**config.mk**
```make
export PLATFORM = sky130hd
export DESIGN_NAME = bpa_ctrl
export DESIGN_NICKNAME = d
export VERILOG_FILES = /design/src/rtl/bpa_pkg.sv /design/src/rtl/bpa_ctrl.sv
export VERILOG_INCLUDE_DIRS = /design/src /design/src/rtl
export SDC_FILE = /design/constraint.sdc
export NUM_CORES = 1
export LEC_CHECK = 0
export BUFFER_PORTS_ARGS = -buffer_cell sky130_fd_sc_hd__buf_2
export CAP_MARGIN = 20
export CORE_MARGIN = 1.5
export CORE_UTILIZATION = 55
export CTS_CLUSTER_DIAMETER = 80
export DETAILED_ROUTE_END_ITERATION = 8
export PLACE_DENSITY = 0.77
export SLEW_MARGIN = 0
export SYNTH_ARGS = -nofsm -noshare
export SYNTH_HDL_FRONTEND = slang
export SYNTH_SLANG_ARGS = --single-unit
```
**constraint.sdc**
```tcl
create_clock -name i_clk -period 10.3 [get_ports i_clk]
set_input_delay 2.06 -clock i_clk [delete_from_list [all_inputs] [get_ports i_clk]]
set_output_delay 2.06 -clock i_clk [all_outputs]
set_load 0.1 [all_outputs]
```
**src/rtl/bitmap_page_allocator_top_defines.svh**
```systemverilog
// Assertion macros for the bitmap page allocator.
// Used by modules that check their own control logic; needs i_clk and i_rst_n in scope.
`ifndef BITMAP_PAGE_ALLOCATOR_TOP_DEFINES_SVH
`define BITMAP_PAGE_ALLOCATOR_TOP_DEFINES_SVH

// The consequent must hold in the same cycle as the antecedent.
`define BPA_ASSERT_SAME(label, ante, cons, msg) \
    label: assert property (@(posedge i_clk) disable iff (!i_rst_n) (ante) |-> (cons)) \
        else $error(msg);

// The consequent must hold in the cycle after the antecedent.
`define BPA_ASSERT_NEXT(label, ante, cons, msg) \
    label: assert property (@(posedge i_clk) disable iff (!i_rst_n) (ante) |=> (cons)) \
        else $error(msg);

`endif

```
**src/rtl/bpa_pkg.sv**
```systemverilog
// Shared constants, codes, types and helper functions of the bitmap page allocator.
// No dependencies; imported by every module of the block.
package bpa_pkg;

    localparam int NUM_WORDS  = 1024;
    localparam int PAGE_SHIFT = 12;

    localparam int KIND_W   = 3;
    localparam int ADDR_W   = 27;
    localparam int BYTES_W  = 28;
    localparam int STATUS_W = 2;
    localparam int COUNT_W  = 16;
    localparam int DATA_W   = 32;
    localparam int BIT_W    = $clog2(DATA_W);
    localparam int WORD_W   = $clog2(NUM_WORDS);
    localparam int PIDX_W   = ADDR_W - PAGE_SHIFT;
    localparam int NPG_W    = BYTES_W + 1 - PAGE_SHIFT;
    localparam int EXT_W    = NPG_W + 1;

    localparam longint TOTAL_PAGES = longint'(NUM_WORDS) * DATA_W;
    localparam longint EXT_MAX     = (longint'(1) << EXT_W) - 1;

    localparam logic [COUNT_W-1:0] USED_MAX =
        COUNT_W'((TOTAL_PAGES > 65535) ? 65535 : TOTAL_PAGES);
    localparam logic [EXT_W-1:0] PAGE_CAP =
        EXT_W'((TOTAL_PAGES > EXT_MAX) ? EXT_MAX : TOTAL_PAGES);
    localparam logic [WORD_W-1:0] LAST_WORD = WORD_W'(NUM_WORDS - 1);
    localparam logic [BYTES_W:0] PAGE_MASK = (BYTES_W+1)'((1 << PAGE_SHIFT) - 1);
    localparam logic [DATA_W-1:0] FULL_WORD = '1;

    localparam logic [KIND_W-1:0] KIND_INIT      = 3'd0;
    localparam logic [KIND_W-1:0] KIND_ALLOC     = 3'd1;
    localparam logic [KIND_W-1:0] KIND_FREE_PAGE = 3'd2;
    localparam logic [KIND_W-1:0] KIND_FREE_RGN  = 3'd3;
    localparam logic [KIND_W-1:0] KIND_RST_COUNT = 3'd4;

    localparam logic [STATUS_W-1:0] ST_OK    = 2'd0;
    localparam logic [STATUS_W-1:0] ST_OOM   = 2'd1;
    localparam logic [STATUS_W-1:0] ST_PAGE0 = 2'd2;

    typedef struct packed {
        logic              we;
        logic [WORD_W-1:0] waddr;
        logic [DATA_W-1:0] wdata;
        logic              re;
        logic [WORD_W-1:0] raddr;
    } t_ram_req;

    function automatic logic [BIT_W-1:0] low_zero(input logic [DATA_W-1:0] v);
        logic [BIT_W-1:0] idx;
        idx = '0;
        for (int b = DATA_W - 1; b >= 0; b--) begin
            if (!v[b]) begin
                idx = BIT_W'(b);
            end
        end
        return idx;
    endfunction

    function automatic logic [DATA_W-1:0] span_mask(input logic [BIT_W-1:0] lo,
                                                    input logic [BIT_W-1:0] hi);
        logic [BIT_W-1:0] top_gap;
        top_gap = BIT_W'(DATA_W - 1) - hi;
        return (FULL_WORD << lo) & (FULL_WORD >> top_gap);
    endfunction

endpackage

```
**src/rtl/bpa_ctrl.sv**
```systemverilog
// Operation sequencer: scans, clears and fills the bitmap through the map RAM.
// Depends on bpa_pkg and on the assertion macros header.
`include "bitmap_page_allocator_top_defines.svh"

module bpa_ctrl (
    input  logic                           i_clk,
    input  logic                           i_rst_n,
    input  logic                           i_start,
    input  logic [bpa_pkg::KIND_W-1:0]     i_kind,
    input  logic [bpa_pkg::ADDR_W-1:0]     i_phys_address,
    input  logic [bpa_pkg::BYTES_W-1:0]    i_region_bytes,
    output logic                           o_ready,
    output logic                           o_res_valid,
    input  logic                           i_res_take,
    output logic [bpa_pkg::ADDR_W-1:0]     o_page_address,
    output logic [bpa_pkg::STATUS_W-1:0]   o_status,
    output logic [bpa_pkg::COUNT_W-1:0]    o_pages_used,
    output bpa_pkg::t_ram_req              o_ram_req,
    input  logic [bpa_pkg::DATA_W-1:0]     i_rdata
);
    import bpa_pkg::*;

    typedef enum logic [3:0] {
        S_FILL, S_IDLE, S_SCAN, S_WRITE, S_FREE_RD, S_FREE_WR,
        S_RGN_END, S_RGN_CNT, S_WALK, S_DONE
    } t_state;

    t_state               r_state, n_state;
    logic [COUNT_W-1:0]   r_used, n_used;
    logic [WORD_W-1:0]    r_hint, n_hint;
    logic [WORD_W-1:0]    r_word, n_word;
    logic [WORD_W-1:0]    r_cnt, n_cnt;
    logic                 r_rvalid, n_rvalid;
    logic [WORD_W-1:0]    r_raddr_q, n_raddr_q;
    logic                 r_iss, n_iss;
    logic                 r_fill_init, n_fill_init;
    logic [KIND_W-1:0]    r_kind, n_kind;
    logic [WORD_W-1:0]    r_wr_addr, n_wr_addr;
    logic [DATA_W-1:0]    r_wr_data, n_wr_data;
    logic [BIT_W-1:0]     r_fbit, n_fbit;
    logic [EXT_W-1:0]     r_pstart, n_pstart;
    logic [NPG_W-1:0]     r_npg, n_npg;
    logic [EXT_W-1:0]     r_rg_end, n_rg_end;
    logic [WORD_W-1:0]    r_first, n_first;
    logic [WORD_W-1:0]    r_last, n_last;
    logic [BIT_W-1:0]     r_lo, n_lo;
    logic [BIT_W-1:0]     r_hi, n_hi;
    logic [ADDR_W-1:0]    r_res_addr, n_res_addr;
    logic [STATUS_W-1:0]  r_res_status, n_res_status;

    t_ram_req             ram_req;
    logic [PIDX_W-1:0]    in_page;
    logic [EXT_W-1:0]     in_page_ext;
    logic [BYTES_W:0]     bytes_up;
    logic [WORD_W-1:0]    hint_norm;
    logic [BIT_W-1:0]     zero_bit;
    logic [WORD_W+BIT_W+PAGE_SHIFT-1:0] found_addr;
    logic [EXT_W-1:0]     rg_sum;
    logic [EXT_W-1:0]     rg_k;
    logic [EXT_W-1:0]     rg_last_pg;
    logic [EXT_W-1:0]     used_ext;
    logic [BIT_W-1:0]     walk_lo;
    logic [BIT_W-1:0]     walk_hi;

    always_comb begin
        in_page     = i_phys_address[ADDR_W-1:PAGE_SHIFT];
        in_page_ext = EXT_W'(in_page);
        bytes_up    = {1'b0, i_region_bytes} + PAGE_MASK;
        hint_norm   = (r_hint == '0 || {1'b0, r_hint} >= (WORD_W+1)'(NUM_WORDS))
                      ? WORD_W'(1) : r_hint;
        zero_bit    = low_zero(i_rdata);
        found_addr  = {r_raddr_q, zero_bit, {PAGE_SHIFT{1'b0}}};
        rg_sum      = r_pstart + EXT_W'(r_npg);
        rg_k        = r_rg_end - r_pstart;
        rg_last_pg  = r_rg_end - EXT_W'(1);
        used_ext    = EXT_W'(r_used);
        walk_lo     = (r_raddr_q == r_first) ? r_lo : '0;
        walk_hi     = (r_raddr_q == r_last) ? r_hi : BIT_W'(DATA_W - 1);
    end

    always_comb begin
        ram_req       = '0;
        ram_req.raddr = r_word;
        ram_req.waddr = r_wr_addr;
        ram_req.wdata = r_wr_data;
        case (r_state)
            S_FILL: begin
                ram_req.we    = 1'b1;
                ram_req.waddr = r_word;
                ram_req.wdata = FULL_WORD;
            end
            S_SCAN: begin
                ram_req.re = (r_cnt != LAST_WORD);
            end
            S_WRITE: begin
                ram_req.we = 1'b1;
            end
            S_FREE_RD: begin
                ram_req.re    = 1'b1;
                ram_req.raddr = r_wr_addr;
            end
            S_FREE_WR: begin
                ram_req.we    = 1'b1;
                ram_req.wdata = i_rdata & ~(DATA_W'(1) << r_fbit);
            end
            S_WALK: begin
                ram_req.re    = r_iss;
                ram_req.we    = r_rvalid;
                ram_req.waddr = r_raddr_q;
                ram_req.wdata = i_rdata & ~span_mask(walk_lo, walk_hi);
            end
            default: begin
            end
        endcase
    end

    always_comb begin
        n_state      = r_state;
        n_used       = r_used;
        n_hint       = r_hint;
        n_word       = r_word;
        n_cnt        = r_cnt;
        n_rvalid     = ram_req.re;
        n_raddr_q    = ram_req.raddr;
        n_iss        = r_iss;
        n_fill_init  = r_fill_init;
        n_kind       = r_kind;
        n_wr_addr    = r_wr_addr;
        n_wr_data    = r_wr_data;
        n_fbit       = r_fbit;
        n_pstart     = r_pstart;
        n_npg        = r_npg;
        n_rg_end     = r_rg_end;
        n_first      = r_first;
        n_last       = r_last;
        n_lo         = r_lo;
        n_hi         = r_hi;
        n_res_addr   = r_res_addr;
        n_res_status = r_res_status;
        case (r_state)
            S_FILL: begin
                n_word = r_word + WORD_W'(1);
                if (r_word == LAST_WORD) begin
                    if (r_fill_init) begin
                        n_used  = USED_MAX;
                        n_state = S_DONE;
                    end else begin
                        n_state = S_IDLE;
                    end
                end
            end
            S_IDLE: begin
                if (i_start) begin
                    n_kind       = i_kind;
                    n_res_addr   = '0;
                    n_res_status = ST_OK;
                    n_state      = S_DONE;
                    case (i_kind)
                        KIND_INIT: begin
                            n_word      = '0;
                            n_fill_init = 1'b1;
                            n_state     = S_FILL;
                        end
                        KIND_ALLOC: begin
                            n_hint  = hint_norm;
                            n_word  = hint_norm;
                            n_cnt   = '0;
                            n_state = S_SCAN;
                        end
                        KIND_FREE_PAGE: begin
                            n_wr_addr = WORD_W'(in_page >> BIT_W);
                            n_fbit    = in_page[BIT_W-1:0];
                            if (in_page == '0) begin
                                n_res_status = ST_PAGE0;
                            end else if (in_page_ext < PAGE_CAP) begin
                                n_state = S_FREE_RD;
                            end
                        end
                        KIND_FREE_RGN: begin
                            n_pstart = (in_page_ext < PAGE_CAP) ? in_page_ext : PAGE_CAP;
                            n_npg    = bytes_up[BYTES_W:PAGE_SHIFT];
                            n_state  = S_RGN_END;
                        end
                        KIND_RST_COUNT: begin
                            n_used = '0;
                        end
                        default: begin
                        end
                    endcase
                end
            end
            S_SCAN: begin
                if (r_cnt != LAST_WORD) begin
                    n_word = (r_word == LAST_WORD) ? WORD_W'(1) : r_word + WORD_W'(1);
                    n_cnt  = r_cnt + WORD_W'(1);
                end
                if (r_rvalid) begin
                    if (i_rdata != FULL_WORD) begin
                        n_wr_addr  = r_raddr_q;
                        n_wr_data  = i_rdata | (DATA_W'(1) << zero_bit);
                        n_hint     = r_raddr_q;
                        n_res_addr = ADDR_W'(found_addr);
                        n_used     = (r_used < USED_MAX) ? r_used + COUNT_W'(1) : r_used;
                        n_state    = S_WRITE;
                    end else if (r_cnt == LAST_WORD) begin
                        n_res_status = ST_OOM;
                        n_state      = S_DONE;
                    end
                end
            end
            S_WRITE: begin
                n_state = S_DONE;
            end
            S_FREE_RD: begin
                n_state = S_FREE_WR;
            end
            S_FREE_WR: begin
                n_used  = (r_used != '0) ? r_used - COUNT_W'(1) : r_used;
                n_hint  = (r_wr_addr < r_hint) ? r_wr_addr : r_hint;
                n_state = S_DONE;
            end
            S_RGN_END: begin
                n_rg_end = (rg_sum < PAGE_CAP) ? rg_sum : PAGE_CAP;
                n_state  = S_RGN_CNT;
            end
            S_RGN_CNT: begin
                if (rg_k == '0) begin
                    n_state = S_DONE;
                end else begin
                    n_used  = (used_ext > rg_k) ? COUNT_W'(used_ext - rg_k) : '0;
                    n_first = WORD_W'(r_pstart >> BIT_W);
                    n_last  = WORD_W'(rg_last_pg >> BIT_W);
                    n_lo    = r_pstart[BIT_W-1:0];
                    n_hi    = rg_last_pg[BIT_W-1:0];
                    n_word  = WORD_W'(r_pstart >> BIT_W);
                    n_iss   = 1'b1;
                    n_state = S_WALK;
                end
            end
            S_WALK: begin
                if (r_iss) begin
                    n_word = r_word + WORD_W'(1);
                    if (r_word == r_last) begin
                        n_iss = 1'b0;
                    end
                end
                if (r_rvalid && r_raddr_q == r_last) begin
                    n_state = S_DONE;
                end
            end
            S_DONE: begin
                if (i_res_take) begin
                    n_state = S_IDLE;
                end
            end
            default: begin
                n_state = S_IDLE;
            end
        endcase
    end

    always_ff @(posedge i_clk) begin
        if (!i_rst_n) begin
            r_state     <= S_FILL;
            r_used      <= USED_MAX;
            r_hint      <= WORD_W'(1);
            r_word      <= '0;
            r_cnt       <= '0;
            r_rvalid    <= 1'b0;
            r_iss       <= 1'b0;
            r_fill_init <= 1'b0;
            r_kind      <= KIND_INIT;
        end else begin
            r_state     <= n_state;
            r_used      <= n_used;
            r_hint      <= n_hint;
            r_word      <= n_word;
            r_cnt       <= n_cnt;
            r_rvalid    <= n_rvalid;
            r_iss       <= n_iss;
            r_fill_init <= n_fill_init;
            r_kind      <= n_kind;
        end
        r_raddr_q    <= n_raddr_q;
        r_wr_addr    <= n_wr_addr;
        r_wr_data    <= n_wr_data;
        r_fbit       <= n_fbit;
        r_pstart     <= n_pstart;
        r_npg        <= n_npg;
        r_rg_end     <= n_rg_end;
        r_first      <= n_first;
        r_last       <= n_last;
        r_lo         <= n_lo;
        r_hi         <= n_hi;
        r_res_addr   <= n_res_addr;
        r_res_status <= n_res_status;
    end

    assign o_ram_req      = ram_req;
    assign o_ready        = (r_state == S_IDLE);
    assign o_res_valid    = (r_state == S_DONE);
    assign o_page_address = r_res_addr;
    assign o_status       = r_res_status;
    assign o_pages_used   = r_used;

    `BPA_ASSERT_SAME(a_used_cap, 1'b1, r_used <= USED_MAX, "Used count exceeds the page total.")
    `BPA_ASSERT_SAME(a_no_rw_clash, ram_req.we && ram_req.re, ram_req.waddr != ram_req.raddr, "Read and write hit the same map word.")
    `BPA_ASSERT_NEXT(a_start_busy, i_start, r_state != S_IDLE, "Accepted item left the sequencer idle.")
    `BPA_ASSERT_SAME(a_alloc_addr, r_state == S_DONE && r_kind == KIND_ALLOC && r_res_status == ST_OK, r_res_addr != '0, "Successful allocation returned page zero.")

endmodule
```
==> out/results.tsv <==
stage	metric	value	unit
drt	drc	0	
grt	grt.total_usage	0.3174	
power_and_ir_drop	p_leak	6.233	nW
cts	cts_hold_buf	0	
synth	synth_top_family_by_area	compound AO/OA/AOI/OAI gates	
finish	fillerInstances	2068	
sta	max_freq	151.9	MHz
synth	synth_cell_types	78	
place	dp.cells	1963	
synth	synthTopCellsByArea	edfxtp_1 (31%), dfxtp_1 (9.1%), ha_1 (6.5%), xor2_1 (3.8%), nor2_1 (3.6%)	
finish	final_util	0.6417	
cts	h-tree-depth	1	
cts	numCtsBuffers	23	
hold_path	min_path_cells	1	
floorplan	dieArea	26220	um^2
synth	syn_inst	1508	
grt	grt_start_max_net_pins	45	
drt	post_drt_via_cell_ratio	6.433	
drt	routed.top_layer	met5	
critical_path	crit_type	flop to output pin	
cts	post_cts_buffers	0	
power_and_ir_drop	irDropWorstVdd	0.09926	mV
critical_path	r2r_cells	17	
cts	clk_latency	0.51	ns
place	io_buffers	170	
sta	finalCritPeriodShare	0.6392	
synth	yosys.area_share.adder	0.07062	
hold_path	hold_start	r_hint[5]	
finish	syn_to_final_growth	13.33	%
synth	synth-edff-count	144	
critical_path	cp_top_family	simple AND/OR/NAND/NOR gates	
sta	slew_headroom	0.2697	
sta	tightest_slew	1.068	ns
place	pre_cts_slack	4.392	ns
synth	synth_xor_area_frac	0.07062	
finish	n_antenna_cell	0	
finish	final_common_cell	buf_2	
critical_path	path_max_fanout	14	
cts	root_buffer	clkbuf_16	
critical_path	worstSetupEndpointType	output pin	
synth	synth_compound_area_frac	0.2165	
synth	synth-main-ff-cell	edfxtp_1	
synth	yosys_warnings	0	
synth	avgSynthCellArea	9.211	um^2
drt	wl_per_cell	21.25	um
grt	grt_pass1_vias	11620	
grt	overflow	0	
synth	synth_seq_area_share	0.4021	
floorplan	rows	57	
floorplan	initial_core_util	0.5662	
critical_path	r2r_start	r_rg_end[0]	
critical_path	r2r_slack	5.25	ns
finish	final_cell_mix	buf_2 (170), edfxtp_1 (144), nor2_1 (131), nand2_1 (118), a21oi_1 (101)	
cts	cts_tree	yes	
synth	synth_top_area_share	0.3113	
run_status	outcome	finished clean	
drt	vias	12910	
sta	setup_ws	3.716	ns
critical_path	crit_top_cell	nor2_1	
drt	drt.antenna.violating_nets	0	
drt	drtIter0Drc	1410	
hold_path	whs_endpoint	r_hint[5]	
finish	final_cell_count_no_fill	2006	
critical_path	slowest_delay	0.64	ns
synth	yosysTopAreaCell	edfxtp_1	
sta	final_max_slew_viol_count	0	
run	maxCapViolCount	0	
cts	cts.sinks	207	
hold_path	hp-class	flop to flop	
sta	tns	0	ns
drt	wl_met1	17.97	mm
synth	synth_seq_cells	207	
critical_path	path_cells	xor2_1 -> nor4_1 -> nand4_1 -> nor2_1 -> nor2_1 -> nand2_1 -> nor3_1 -> o311ai_0 -> buf_2	
critical_path	crit_arrival	4.52	ns
floorplan	fp.dieW	161.9	um
critical_path	r2r_end	o_pages_used[3]	
sta	period_needed	6.584	ns
cts	clock_path_buffers	3	
place	dpl.hpwl	32.75	mm
grt	grt_pass1_wl	64.85	mm
sta	setup_viol	0	
sta	grt_setup_unrepaired	no	
drt	wl_met3	5.057	mm
synth	synthArstFlopShare	0	
critical_path	cp.required	8.24	ns
synth	syn_area	13890	um^2
critical_path	path_depth	9	
floorplan	die_h	161.9	um
synth	synthMuxAreaShare	0.01027	
finish	finalNetCount	1836	
sta	finalClockSkew	0.009772	ns
drt	wl	42.63	mm
finish	drive_above_1_share	0.1581	
place	gp_congestion	0.9480	
cts	clkSlewWorstSetupHoldPaths	0.06	ns
critical_path	start_kind	flop	
sta	timing_hold_violations_final	0	
grt	antenna_found_initial	1	
critical_path	slowest_stage	nand4_1	
drt	first_pass_iters	6	
floorplan	core	24530	um^2
critical_path	critPathBufInv	1	
cts	cts_repair_resize_count	0	
floorplan	ios	195	
synth	synth_simple_gate_area_frac	0.1860	
drt	wl_met2	18.41	mm
power_and_ir_drop	p_per_area	113.4	nW/um^2
-- power breakdown --
| part | switching, mW | total [mW] | internal (mW) |
|---|---|---|---|
| Sequential | 0.00452 | 0.890 | 0.886 |
| Combinational | 0.0799 | 0.109 | 0.0292 |
| Clock | 0.341 | 0.785 | 0.444 |
-- synth_stat cells, types with 5 or more instances --
| cell | n |
|---|---|
| nor2b_1 | 11 |
| buf_4 | 13 |
| a31o_1 | 6 |
| o221ai_1 | 22 |
| and2_1 | 8 |
| o21a_1 | 9 |
| o31ai_1 | 8 |
| nor4_1 | 24 |
| inv_1 | 74 |
| a211oi_1 | 14 |
| nand2b_1 | 24 |
| o311ai_0 | 6 |
| o211ai_1 | 20 |
| nand2_1 | 118 |
| o21ai_0 | 85 |
| a31oi_1 | 16 |
| o21bai_1 | 9 |
| mux2_2 | 10 |
| o22ai_1 | 6 |
| nor3_1 | 34 |
| xnor2_1 | 52 |
| a31o_2 | 8 |
| edfxtp_1 | 144 |
| or2_2 | 8 |
| nor2_1 | 135 |
| o2111ai_1 | 14 |
| nand3_1 | 41 |
| ha_1 | 72 |
| nand4_1 | 25 |
| o2bb2ai_1 | 11 |
| a221o_1 | 13 |
| a21oi_1 | 101 |
| clkbuf_1 | 46 |
| or3_1 | 12 |
| xor2_1 | 60 |
| a311oi_1 | 5 |
| a21o_1 | 39 |
| dfxtp_1 | 63 |
| and3_1 | 47 |
| or3b_2 | 5 |
| o211a_1 | 11 |
-- flip-flops by register name, indices dropped and copies added (netlist names), 15 cells and up --
register	cells
r_wr_data	32
r_rg_end	18
r_npg	17
o_pages_used	16
o_page_address	15
r_pstart	15
-- layer usage --
metal	vias to the layer above	GRT usage
met3	93	0.05031
li1	5972	-
met2	795	0.4854
met5	-	0
met1	6043	0.4658
met4	2	0.09008
-- worst max path at each step --
stage	start	end	slack, ns
6_report	r_raddr_q[8]	o_ram_req[41]	3.72
5_1_grt	r_last[8]	o_ram_req[36]	3.57
4_1_cts	r_last[0]	o_ram_req[41]	3.85
3_5_place_dp	r_last[0]	o_ram_req[41]	4.39
3_3_place_gp	r_last[0]	o_ram_req[41]	4.31
2_1_floorplan	i_rdata[4]	o_ram_req[15]	2.64
-- cell type report --
class	count	area [um^2]	area share
Timing Repair Buffer	186	991.0	0.06295
Inverter	75	281.5	0.01788
Multi-Input combinational cell	1173	7772	0.4937
Sequential cell	207	5585	0.3548
Clock inverter	12	98.84	0.006279
Clock buffer	29	608.1	0.03863
Tap cell	324	405.4	0.02575
-- through the flow --
step	area, um^2	power (mW)	hold WS, ns
after floorplan	13940	0.9735	0.4323
final	15740	1.784	0.4729
after detailed placement	15000	1.013	0.4483
after global routing	15740	1.822	0.4951
after global placement	14990	1.013	0.4458
after CTS	15710	1.786	0.4697
-- kinds of logic (layout without fill, tap and decap cells) --
group,after synthesis,count (layout)
AO/OA/AOI/OAI,439,439
AND/OR/NAND/NOR,518,518
XOR/XNOR,112,112
adder cells (fa/ha/maj),76,76
multiplexers,13,13
buffers and inverters,141,302
flip-flops,207,207
other,2,15
Power figures use the tool's default switching activity.
